==> src/rtl/kvma_pkg.sv <==
// Shared constants, types and codes for the keyframe vertex morph animator.
// Used by the top level, kvma_lerp and kvma_checker; depends on nothing else.
package kvma_pkg;

    localparam int MAX_FRAMES = 64;
    localparam int MAX_VERTS  = 256;
    localparam int COORD_BITS = 24;
    localparam int FRAC_BITS  = 8;

    localparam int FRAME_W  = $clog2(MAX_FRAMES);
    localparam int VERT_W   = $clog2(MAX_VERTS);
    localparam int ADDR_W   = FRAME_W + VERT_W;
    localparam int DEPTH    = MAX_FRAMES * MAX_VERTS;
    localparam int VTX_W    = 3 * COORD_BITS;

    // Field widths of the stream items.
    localparam int KIND_W   = 2;
    localparam int FIDX_W   = 6;
    localparam int VIDX_W   = 8;
    localparam int POS_W    = 15;
    localparam int FPOS_W   = 14;
    localparam int CNT_W    = 4;

    localparam int IN_W         = FIDX_W + VIDX_W + VTX_W;
    localparam int IN_TDATA_W   = ((IN_W + 7) / 8) * 8;
    localparam int OUT_W        = FPOS_W + 1 + VTX_W;
    localparam int OUT_TDATA_W  = ((OUT_W + 7) / 8) * 8;

    // Configuration port.
    localparam int CFG_IDX_W  = 3;
    localparam int CFG_DATA_W = 9;

    localparam logic [CFG_IDX_W-1:0] CFG_NUM_FRAMES   = 3'd0;
    localparam logic [CFG_IDX_W-1:0] CFG_VERT_COUNT   = 3'd1;
    localparam logic [CFG_IDX_W-1:0] CFG_ANIM_START   = 3'd2;
    localparam logic [CFG_IDX_W-1:0] CFG_ANIM_END     = 3'd3;
    localparam logic [CFG_IDX_W-1:0] CFG_FRAME_STEP   = 3'd4;
    localparam logic [CFG_IDX_W-1:0] CFG_TICK_DIVIDER = 3'd5;
    localparam logic [CFG_IDX_W-1:0] CFG_LOOP_MODE    = 3'd6;

    // Highest position the block can ever report: the last frame, no fraction.
    localparam logic [FPOS_W-1:0] POS_LIMIT = FPOS_W'((MAX_FRAMES - 1) << FRAC_BITS);

    typedef enum logic [KIND_W-1:0] {
        KIND_LOAD    = 2'd0,
        KIND_TICK    = 2'd1,
        KIND_READ    = 2'd2,
        KIND_RESTART = 2'd3
    } t_kind;

    typedef enum logic [2:0] {
        ST_IDLE,
        ST_EXEC,
        ST_RDA,
        ST_MUL,
        ST_ADD,
        ST_DONE
    } t_state;

    localparam logic [1:0] LANE_X = 2'd0;
    localparam logic [1:0] LANE_Y = 2'd1;
    localparam logic [1:0] LANE_Z = 2'd2;

    typedef struct packed {
        logic       mul_en;
        logic [1:0] lane;
    } t_lerp_ctl;

endpackage

==> src/rtl/kvma_lerp.sv <==
// Shared interpolation unit: one signed multiply per lane, registered, then round and add.
// Depends on kvma_pkg for widths and lane codes.
module kvma_lerp (
    input  logic                               i_clk,
    input  kvma_pkg::t_lerp_ctl                i_ctl,
    input  logic [kvma_pkg::VTX_W-1:0]         i_a_word,
    input  logic [kvma_pkg::VTX_W-1:0]         i_b_word,
    input  logic [kvma_pkg::FRAC_BITS-1:0]     i_t,
    output logic [kvma_pkg::COORD_BITS-1:0]    o_val
);
    import kvma_pkg::*;

    localparam int PROD_W = COORD_BITS + FRAC_BITS + 2;

    logic [COORD_BITS-1:0]        a_sel;
    logic [COORD_BITS-1:0]        b_sel;
    logic signed [COORD_BITS:0]   diff;
    logic signed [PROD_W-1:0]     r_prod;
    logic [COORD_BITS-1:0]        r_a;
    logic signed [PROD_W-1:0]     a_ext;
    logic signed [PROD_W-1:0]     rnd;
    logic signed [PROD_W-1:0]     sum;

    always_comb begin
        unique case (i_ctl.lane)
            LANE_X: begin
                a_sel = i_a_word[COORD_BITS-1:0];
                b_sel = i_b_word[COORD_BITS-1:0];
            end
            LANE_Y: begin
                a_sel = i_a_word[2*COORD_BITS-1:COORD_BITS];
                b_sel = i_b_word[2*COORD_BITS-1:COORD_BITS];
            end
            LANE_Z: begin
                a_sel = i_a_word[3*COORD_BITS-1:2*COORD_BITS];
                b_sel = i_b_word[3*COORD_BITS-1:2*COORD_BITS];
            end
            default: begin
                a_sel = '0;
                b_sel = '0;
            end
        endcase
        diff = $signed({b_sel[COORD_BITS-1], b_sel}) - $signed({a_sel[COORD_BITS-1], a_sel});
    end

    // With no fraction the second frame plays no part, so its word is ignored.
    always_ff @(posedge i_clk) begin
        if (i_ctl.mul_en) begin
            r_a    <= a_sel;
            r_prod <= (i_t == '0) ? '0 : PROD_W'(diff * $signed({1'b0, i_t}));
        end
    end

    // (256-t)*a + t*b equals 256*a + t*(b-a), so the result is a plus the
    // rounded, floored product; it always lies between a and b.
    always_comb begin
        a_ext = {{(PROD_W-COORD_BITS){r_a[COORD_BITS-1]}}, r_a};
        rnd   = (r_prod + (PROD_W'(1) <<< (FRAC_BITS - 1))) >>> FRAC_BITS;
        sum   = a_ext + rnd;
        o_val = sum[COORD_BITS-1:0];
    end

endmodule

==> config.mk <==
export PLATFORM = sky130hd
export DESIGN_NAME = kvma_lerp
export DESIGN_NICKNAME = d
export VERILOG_FILES = /design/src/rtl/kvma_pkg.sv /design/src/rtl/kvma_lerp.sv
export SDC_FILE = /design/constraint.sdc
export NUM_CORES = 1
export LEC_CHECK = 0
export BUFFER_PORTS_ARGS = -buffer_cell sky130_fd_sc_hd__buf_2
export CAP_MARGIN = 20
export CORE_UTILIZATION = 65
export CTS_CLUSTER_DIAMETER = 80
export CTS_CLUSTER_SIZE = 25
export DETAILED_ROUTE_END_ITERATION = 16
export HOLD_SLACK_MARGIN = 0.12
export PLACE_DENSITY = 0.9
export SLEW_MARGIN = 20
export SYNTH_ARGS = -nofsm -noshare
export SYNTH_HDL_FRONTEND = slang
export SYNTH_SLANG_ARGS = --single-unit
==> constraint.sdc <==
create_clock -name i_clk -period 13.55 [get_ports i_clk]
set_clock_uncertainty 0.05 [all_clocks]
set_input_delay 1.355 -clock i_clk [delete_from_list [all_inputs] [get_ports i_clk]]
set_output_delay 1.355 -clock i_clk [all_outputs]
set_load 0.01 [all_outputs]
==> results, run 1 <==
- Before CTS, the worst setup slack after placement is 3.276 ns.
- The critical path depth in cells is 30.
- The average detailed-routed wire length per instance is 17.97 um.
- The number of ports placed on the die boundary is 180.
- The count of buffers from port buffering is 179.
- After synthesis, the share of flip-flops with an asynchronous set or reset is 0.
- The worst pin sits at a relative slew slack of 0.2837.
- The most critical setup path has its startpoint at i_ctl[0].
- The post-synthesis average cell area is 8.713 um2.
- In this run the cell area of the synthesized design comes to 11670 um2.
- The effective utilization at floorplan is 0.6698.
- The synthesized design contains 49 register bits.
- The initial antenna violation count is 0.
- The portion of the post-synthesis area used by sequential elements is 0.1261.
- The number of detailed-routing iterations run before antenna repair is 5.
- The post-route minimum period is 10.16 ns.
- The worst path required time is 13.65 ns.
- The initial DRC count is 875.
- Entering global routing, the biggest net connects 50 pins.
- The number of vias in the routed layout is 10176.
- The run finished with clean final reports.
- The final number of max-transition violations came to 0.
- Among cell families on the critical path, the largest total delay comes from adder cells.
- The top flip-flop cell by instance count after synthesis is sky130_fd_sc_hd__edfxtp_1.
- The core region is 17420 um2.
- The number of nets with antenna violations after routing is 0.
- The number of buffers on the longest clock path is 2.
- The path class of the tightest hold or removal check is primary input to register.
- Using the TritonRoute via totals, the vias-per-cell ratio works out to 5.940.
- The weighted congestion reported at the end of routability-driven placement is 0.9419.
- The number of enable flip-flop cells after synthesis is 49.
- The count of buffering cells on the critical path with inverters included is 4.
- After floorplanning, the core was divided into 48 placement rows.
- The post-layout net count is 1902.
- Across every metal layer, demand over resource in global routing totals 0.3431.
- The total nets after synthesis is 1754.
- The arrival time reported for the critical path endpoint is 10.27 ns.
- Along the worst path, the maximum fanout reaches 49.
- Wires add up to 30.78 mm.
- The die is 136.0 um wide.
- The setup slack of the critical path after layout is 3.387 ns.
- The largest single stage delay on the critical path is 1.01 ns.
- 0 antenna diodes ended up in the layout.
- The critical path in this run is classified as primary input to register.
- The share of post-route cells with drive strength above 1 is 0.1431.
- The maximum level of the CTS H-tree is 2.
- STA classifies the critical path startpoint as a primary input.
- Dividing the final minimum period by the clock period gives 0.7500.
- For this run, the top clock speed supported by timing is 98.40 MHz.
- The via count of the first global-routing pass is 10273.
- Across the run, the number of max-cap violations was 0.
- The cell seen most often among critical-path stages is sky130_fd_sc_hd__fa_1.
- After technology mapping, the gate count stands at 1339.
- From bottom edge to top edge, the die measures 136.0 um.
- The critical path capture point type is a register.
- The largest individual stage delay along the critical path comes from the cell sky130_fd_sc_hd__nor2b_4.
- The startpoint of the lowest-slack hold path is i_a_word[44].
- The die covers 18490 um2.
- The CTS tree is yes.
- The total DRC errors in the routed layout is 0.
- At the pin with the least slew margin, the transition time is 1.072 ns.
- The number of hold buffers added after CTS is 0.
- In this run, distinct cell masters in the synthesized netlist total 66.
- The first global-routing pass estimated 49.31 mm of wire.
- The overall overflow remaining after global route is 0.
- The number of setup buffers added after CTS is 0.
- The count of endpoints failing hold in the final timing report is 0.
- After clock tree synthesis, the clock-pin slew on the worst setup and hold paths is 0.07 ns.
- TritonCTS created 5 clock buffers.
- Setup violations remaining at the end of the flow were counted as 0.
- For this run, the number of Yosys warnings is 0.
- Adding up every negative setup slack in the final design gives 0 ns.
- The most critical setup path has its endpoint at r_prod[31].
- After clock tree synthesis, the repair step resized 0 gates.
- The cell sitting at the root of the clock tree is a sky130_fd_sc_hd__clkbuf_16.
- The HPWL after detailed placement is 24.89 mm.
- The synthesis-to-layout area growth is 10.43%.
- The tree built by TritonCTS fans out to 49 sinks.
- Setup repair after global routing left no endpoint under its margin.
## metal layers
metal  vias up  wire [um]  global-route usage
li1       4623          -                   -
met1      4883      11690              0.4100
met2       565      15350              0.6125
met3       105       2530             0.05034
met4         0       1203              0.1488
met5         -          0                   0
## cells in the mapped netlist, drive strengths merged (3+ instances only)
library cell  count  area (um2)
a211oi            6       55.05
a21o             16       120.1
a21oi            44       227.7
a31oi             3       18.77
and2            104       650.6
and3              9       61.31
and4              3       26.28
buf               5       18.77
clkbuf           35       133.9
edfxtp           49        1471
fa              152        3043
ha              107        1339
inv             222       833.3
mux2i            48       480.5
nand2           167       629.4
nand2b            8       50.05
nand3            13       65.06
nand4             8       50.05
nor2             65       244.0
nor2b            23       143.9
nor3             18       90.09
o2111ai           4       41.29
o211ai            3       22.52
o21a             40       300.3
o21ai            46       237.7
o21bai            5       37.54
o31ai             6       78.83
o41ai             3       41.29
or3               7       43.79
xnor2            67       586.8
xor2             24       210.2
## cell type report
type / count / area [um2]
Clock buffer: 5 / 125.1
Clock inverter: 3 / 41.29
Fill cell: 1193 / 4534
Inverter: 222 / 833.3
Multi-Input combinational cell: 1028 / 9216
Sequential cell: 49 / 1471
Tap cell: 225 / 281.5
Timing Repair Buffer: 181 / 913.4
## placed cells by master (no fill, tap or decap), types with 7 or more instances in the layout
cell,count
sky130_fd_sc_hd__inv_1,222
sky130_fd_sc_hd__buf_2,178
sky130_fd_sc_hd__nand2_1,166
sky130_fd_sc_hd__fa_1,152
sky130_fd_sc_hd__ha_1,107
sky130_fd_sc_hd__and2_1,104
sky130_fd_sc_hd__xnor2_1,67
sky130_fd_sc_hd__nor2_1,65
sky130_fd_sc_hd__edfxtp_1,49
sky130_fd_sc_hd__mux2i_1,48
sky130_fd_sc_hd__o21ai_0,42
sky130_fd_sc_hd__a21oi_1,42
sky130_fd_sc_hd__o21a_1,40
sky130_fd_sc_hd__xor2_1,24
sky130_fd_sc_hd__nor2b_1,22
sky130_fd_sc_hd__nor3_1,18
sky130_fd_sc_hd__a21o_1,16
sky130_fd_sc_hd__nand3_1,13
sky130_fd_sc_hd__nand2b_1,8
sky130_fd_sc_hd__and3_1,8
sky130_fd_sc_hd__nand4_1,8
sky130_fd_sc_hd__or3_1,7
## cells by family (layout without fill, tap and decap cells)
kind of cell | count (synthesis) | in the layout | share of synthesized area
flip-flops | 49 | 49 | 0.1261
adder cells (fa/ha/maj) | 259 | 259 | 0.3756
AND/OR/NAND/NOR | 433 | 433 | 0.1823
AO/OA/AOI/OAI | 196 | 196 | 0.1200
XOR/XNOR | 92 | 92 | 0.07025
buffers and inverters | 262 | 411 | 0.08451
multiplexers | 48 | 48 | 0.04118
## sequential cells by signal, indices dropped and copies added, names as in the netlist
| name | cells |
|---|---|
| r_prod | 25 |
| r_a | 24 |
## metrics by stage
step | cell area, um2 | instances | hold WS, ns | util
4_1_cts | 12880 | 1713 | 1.379 | 0.7395
5_1_grt | 12880 | 1713 | 1.414 | 0.7397
2_1_floorplan | 11670 | 1339 | 1.418 | -
3_3_place_gp | 12710 | 1705 | 1.679 | 0.7300
3_5_place_dp | 12710 | 1705 | 1.682 | 0.7300
6_report | 12880 | 1713 | 1.379 | 0.7397
## worst min-delay path by stage
stage,to,slack (ns),cells past startpoint
final,r_a[20],1.38,4
after global routing,r_a[20],1.41,4
after global placement,r_a[16],1.68,4
after CTS,r_a[20],1.38,4
after floorplan,r_a[0],1.42,0
after detailed placement,r_a[20],1.68,4
Power of run 1 is left out: the tool's default activity adds up to more than one toggle a clock period on the data nets, which glitch-free logic cannot reach.
==> run 2: changes to the inputs <==
--- a/config.mk
+++ b/config.mk
@@ -7,12 +7,12 @@
 export LEC_CHECK = 0
 export BUFFER_PORTS_ARGS = -buffer_cell sky130_fd_sc_hd__buf_2
 export CAP_MARGIN = 20
-export CORE_UTILIZATION = 65
+export CORE_UTILIZATION = 54
 export CTS_CLUSTER_DIAMETER = 80
 export CTS_CLUSTER_SIZE = 25
 export DETAILED_ROUTE_END_ITERATION = 16
 export HOLD_SLACK_MARGIN = 0.12
-export PLACE_DENSITY = 0.9
+export PLACE_DENSITY = 0.79
 export SLEW_MARGIN = 20
 export SYNTH_ARGS = -nofsm -noshare
 export SYNTH_HDL_FRONTEND = slang
==> constraint.sdc (replaced) <==
create_clock -name i_clk -period 9.3 [get_ports i_clk]
set_clock_uncertainty 0.05 [all_clocks]
set_input_delay 0.93 -clock i_clk [delete_from_list [all_inputs] [get_ports i_clk]]
set_output_delay 0.93 -clock i_clk [all_outputs]
set_load 0.01 [all_outputs]
==> run 2 against run 1 <==
Against the previous run:
- clock-buffer cell count up 1
- sequential cell count is the same
- critical path depth stayed put
- core utilization fell by 12 points
- first-iteration DRC count down 32%
- via count fell by 5.0%
- routed wire length decreased by 6.7%
- global-route usage is 7.6 points lower
- final area up 0.64%
- hold slack worse by 0.41 ns
- die area rose by 20%
==> results, run 2 (same netlist as run 1, synthesis figures left out) <==
- The run finished with clean final reports.
- TritonCTS built the clock tree.
- The first global-routing pass estimated 47.42 mm of wire.
- Dividing the detail-routed wire length by the instance count gives 16.23 um.
- The total of max-cap violations is 0.
- The root buffer cell chosen for the clock tree is sky130_fd_sc_hd__clkbuf_16.
- The register with the most flip-flops in the layout has 25 of them.
- The vertical extent of the die is 149.0 um.
- The post-route minimum period is 8.693 ns.
- The initial antenna violation count was 1.
- The register with the most flip-flops in the final layout is r_prod.
- The number of setup buffers added after CTS is 0.
- The number of buffers on the longest clock path is 2.
- The clock tree synthesis step divided the H-tree into 2 levels.
- The standard cell core area is 21090 um2.
- The via count of the first global-routing pass is 9932.
- The floorplan die width is 149.0 um.
- The worst path required time is 9.29 ns.
- The via-per-instance ratio is 5.463.
- The first TritonRoute pass finished after 5 iterations.
- Summing over every cut layer, the via total after detailed routing is 9669.
- The effective utilization at floorplan is 0.5532.
- 180 I/O pins were placed.
- The setup-violating endpoint count in the final report is 0.
- The detailed router finished its first iteration with 596 violations.
- For this design, the CTS-stage hold fixing added 0 buffers.
- The largest fanout on the critical path is 25.
- The sum of negative setup slack is 0 ns.
- For this run, design rule violations remaining after detail routing come to 0.
- The setup path with the least slack is of type primary input to register.
- Tracing the worst setup path back leads to its startpoint at i_ctl[1].
- On the critical path, the stage with the largest delay is an instance of sky130_fd_sc_hd__xnor2_1.
- The post-route worst hold slack is 0.9719 ns.
- Entering global routing, the biggest net connects 50 pins.
- Before CTS, the worst setup slack after placement is 0.3927 ns.
- The delay of the slowest cell on the worst path is 0.57 ns.
- The CTS buffer count is 5.
- Setup repair after global routing left no endpoint under its margin.
- The min-delay analysis places its worst path in the category primary input to register.
- The count of endpoints failing hold in the final timing report came to 0.
- The HPWL after detailed placement is 23.91 mm.
- Across every metal layer, demand over resource in global routing totals 0.2674.
- The floorplan has 53 rows.
- The worst setup path is launched from a primary input.
- The final number of max-transition violations was 0.
- For this run, the post-layout net count is 1908.
- Static timing analysis puts the maximum clock frequency at 115.0 MHz.
- The worst setup path is captured at a register.
- The largest registers in the layout are r_prod (25), r_a (24).
- The number of non-filler instances in the completed layout is 1770.
- The congestion estimate from routability-driven global placement came to 0.9036.
- The floorplan step defined a die boundary enclosing 22200 um2.
- The clock transition at the register clock pins on the worst setup and hold paths after CTS is 0.07 ns.
- The top cell types in the final layout, fill and taps aside, are 222 x sky130_fd_sc_hd__inv_1, 178 x sky130_fd_sc_hd__buf_2, 166 x sky130_fd_sc_hd__nand2_1, 152 x sky130_fd_sc_hd__fa_1, 107 x sky130_fd_sc_hd__ha_1.
- The setup slack of the critical path after layout is 0.6069 ns.
- In this run the most critical hold path is launched from i_a_word[27].
- After global routing the overflow that remains totals 0.
- The share of post-route cells with drive strength above 1 is 0.1466.
- The detail route stage leaves a number of antenna-violating nets equal to 0.
- The area growth from synthesis to layout is 11.13%.
- In the finished design, the share of the clock period the worst path needs comes to 0.9347.
- The overall routed net length is 28.72 mm.
- During placement, the flow inserted port buffers numbering 179.
- The cell seen most often among critical-path stages is sky130_fd_sc_hd__fa_1.
- For the pin with the worst max-slew slack, the measured transition is 0.8649 ns.
- Clock tree synthesis found a total of 49 sinks.
- Once the clock tree was built, the resizer swapped 0 gates to a different size.
- The most frequent standard cell in the layout excluding fill and tap cells is sky130_fd_sc_hd__inv_1.
- The number of instances in the placed design is 1761.
- The tightest slew margin relative to the limit is 0.4193.
- The arrival time reported for the critical path endpoint is 8.69 ns.
## run 2: cell count changes in the layout (fill, tap and decap cells not counted)
cell                         before  now
sky130_fd_sc_hd__bufinv_16        1    0
sky130_fd_sc_hd__clkinvlp_4       1    0
sky130_fd_sc_hd__clkinv_2         0    2
sky130_fd_sc_hd__clkbuf_1         0    1
sky130_fd_sc_hd__diode_2          0    1
sky130_fd_sc_hd__buf_4            3    9
sky130_fd_sc_hd__clkinv_1         1    0
## run 2: final timing paths
check               endpoint  slack (ns)  depth (start not counted)
setup / recovery  r_prod[31]        0.61                         30
hold / removal        r_a[3]        0.97                          4
## run 2: layout make-up
cell class	count	area, um2
clock buffers	6	128.9
inverters	222	833.3
repair buffers	187	958.4
well taps	275	344.1
diodes	1	2.502
flip-flops and latches	49	1471
multi-input cells	1028	9216
fillers	1769	8123
clock inverters	2	10.01
## run 2: critical path: cells and delay by family
kind,cells,cell delay [ns]
and+or+nand+nor,9,1.92
buffers and inverters,5,0.72
xor gates and xnor gates,2,0.77
adders and majority gates,6,2.81
AOI/OAI and AO/OA,8,1.53
## run 2: metrics by stage
stage            util  area, um2
6_report       0.6148      12960
3_5_place_dp   0.6080      12820
3_3_place_gp   0.6080      12820
2_1_floorplan       -      11670
4_1_cts        0.6146      12960
5_1_grt        0.6148      12960
## run 2: metal layers
metal | wire [um] | vias up | global-route usage | part of all wire
met1 | 12630 | 4686 | 0.3562 | 0.44
met5 | 0 | - | 0 | 0
met3 | 1493 | 29 | 0.01651 | 0.052
li1 | - | 4642 | - | -
met2 | 14030 | 312 | 0.4679 | 0.49
met4 | 569 | 0 | 0.07755 | 0.020
Power of run 2 is left out for the same reason.
==> run 3: changes to the inputs <==
--- a/config.mk
+++ b/config.mk
@@ -6,8 +6,9 @@
 export NUM_CORES = 1
 export LEC_CHECK = 0
 export BUFFER_PORTS_ARGS = -buffer_cell sky130_fd_sc_hd__buf_2
-export CAP_MARGIN = 20
+export CAP_MARGIN = 30
 export CORE_UTILIZATION = 54
+export CTS_BUF_LIST = sky130_fd_sc_hd__clkbuf_16
 export CTS_CLUSTER_DIAMETER = 80
 export CTS_CLUSTER_SIZE = 25
 export DETAILED_ROUTE_END_ITERATION = 16
==> run 3 against run 2 <==
Against the previous run:
- via count down 0.44%
- final area up 0.14%
- worst setup slack better by 0.0073 ns
- sequential share of layout area about the same
- non-clock buffer count up 1
- die area unchanged
- routed wire length down 0.85%
- global-route usage down 0.44 points
- hold slack about the same
- first-iteration DRC count up 12%
- core utilization up 0.083 points
- critical path depth unchanged
==> results, run 3 (same netlist as run 1, synthesis figures left out) <==
- The startpoint of the lowest-slack hold path is i_a_word[27].
- The post-route minimum period is 8.686 ns.
- Detailed placement ended at an HPWL of 23.81 mm.
- In the final layout, the multi-input gates occupy 9216 um2.
- The initial utilization of the core area, before any placement, comes to 0.5532.
- STA puts the critical path data required time at 9.29 ns.
- Measured along the x axis, the die boundary spans 149.0 um.
- At the end of routability-driven placement, the weighted congestion stood at 0.9036.
- The overall routed net length is 28.48 mm.
- From synthesis to final layout, the design area changed by 11.28%.
- The critical path startpoint is i_ctl[1].
- More flip-flops sit in one register than any other, and that register is r_prod.
- The net count of the finished layout is 1909.
- The number of gates resized after CTS was 0.
- The initial antenna violation count is 1.
- The final cell utilization of the core is 0.6156.
- Grouping stages by cell kind, the critical path spends the most delay in adder cells.
- TritonCTS built the clock tree.
- In the finished design, the share of the clock period the worst path needs comes to 0.9340.
- Post-CTS timing repair inserted 0 buffers for setup.
- The critical path in this run is classified as primary input to register.
- The die covers 22200 um2.
- The number of fillers in the final layout is 1756.
- The count of endpoints failing hold in the final timing report came to 0.
- The final route contains 9626 vias.
- After the first detailed-routing iteration, the DRC count stood at 666.
- The sum of negative setup slack is 0 ns.
- The cell at the slowest stage of the critical path is sky130_fd_sc_hd__xnor2_1.
- Input and output buffers added on the ports amount to 179.
- The number of hold buffers added after CTS was 0.
- The final number of max-transition violations is 0.
- The delay of the slowest cell on the worst path is 0.66 ns.
- The via count of the first global-routing pass is 9645.
- The CTS buffer count is 5.
- The flip-flop and latch area is 1471 um2.
- The global-route usage over all layers is 0.2630.
- The first global-routing pass estimated 46.55 mm of wire.
- The top cell types in the final layout, fill and taps aside, are 223 x sky130_fd_sc_hd__inv_1, 179 x sky130_fd_sc_hd__buf_2, 166 x sky130_fd_sc_hd__nand2_1, 152 x sky130_fd_sc_hd__fa_1, 107 x sky130_fd_sc_hd__ha_1.
- The worst setup path is launched from a primary input.
- Based on the critical path, the design can be clocked at up to 115.1 MHz.
- The maximum level of the CTS H-tree is 2.
- The slew at the pin with the worst max-slew slack is 0.8335 ns.
- The number of detailed-routing iterations run before antenna repair is 5.
- The number of ports placed on the die boundary is 180.
- The type of the worst min-delay path is primary input to register.
- The floorplan has 53 rows.
- After clock tree synthesis, the clock-pin slew on the worst setup and hold paths is 0.07 ns.
- The largest registers in the layout are r_prod (25), r_a (24).
- The pin count of the biggest net entering global routing is 48.
- The total DRC errors in the routed layout is 0.
- The arrival time reported for the critical path endpoint is 8.68 ns.
- Counting along the longest clock path gives a buffer depth of 2.
- The flow ran to the end, and the final reports show no timing, DRC or antenna violations.
- The average detailed-routed wire length per instance is 16.08 um.
- Setup repair after global routing left no endpoint under its margin.
- The vertical extent of the die is 149.0 um.
- Of all nets on the critical path, the largest fanout is 25.
- The critical path capture point type is a register.
- Counting stages on the worst path, the most repeated cell is sky130_fd_sc_hd__fa_1.
- The most frequent standard cell in the layout excluding fill and tap cells is sky130_fd_sc_hd__inv_1.
- After global routing the overflow that remains totals 0.
- The via-per-instance ratio is 5.435.
- The clock net in this run drives a total of 49 sinks.
- The region available for standard cell placement spans 21090 um2.
- The total of max-cap violations is 0.
- The tightest slew margin relative to the limit is 0.4404.
- The count of buffering cells on the critical path with inverters included is 5.
- The setup-violating endpoint count in the final report is 0.
- The share of post-route cells with drive strength above 1 is 0.1472.
- The register with the most flip-flops in the layout has 25 of them.
- The root buffer selected by CTS is sky130_fd_sc_hd__clkbuf_16.
- The count of nets left with antenna violations once routing finished came out at 0.
==> run 3: area by class of cell <==
cell class              instances  area share
inverters                     222     0.06419
clock buffers                   5    0.009638
multi-input cells            1028      0.7099
well taps                     275     0.02650
clock inverters                 3    0.001060
flip-flops and latches         49      0.1133
diodes                          1   0.0001928
repair buffers                188     0.07517
==> run 3: path summary, 6_finish.rpt <==
check,to,cells past startpoint
setup / recovery,r_prod[31],30
hold / removal,r_a[3],4
==> run 3: metrics by stage <==
step           cells  cell area [um2]  setup slack, ns  hold slack [ns]
4_1_cts         1770            12980           0.6955           0.9693
3_3_place_gp    1761            12820           0.6320            1.267
3_5_place_dp    1762            12840           0.4201            1.270
5_1_grt         1771            12980           0.1292           0.9844
6_report        1771            12980           0.6142           0.9714
2_1_floorplan   1339            11670           0.7397           0.9925
==> run 3: routing by layer <==
layer	part of all wire	global-route usage
met5	0	0
met4	0.021	0.07449
met3	0.056	0.02141
met2	0.48	0.4565
met1	0.44	0.3509
Power of run 3 is left out for the same reason.
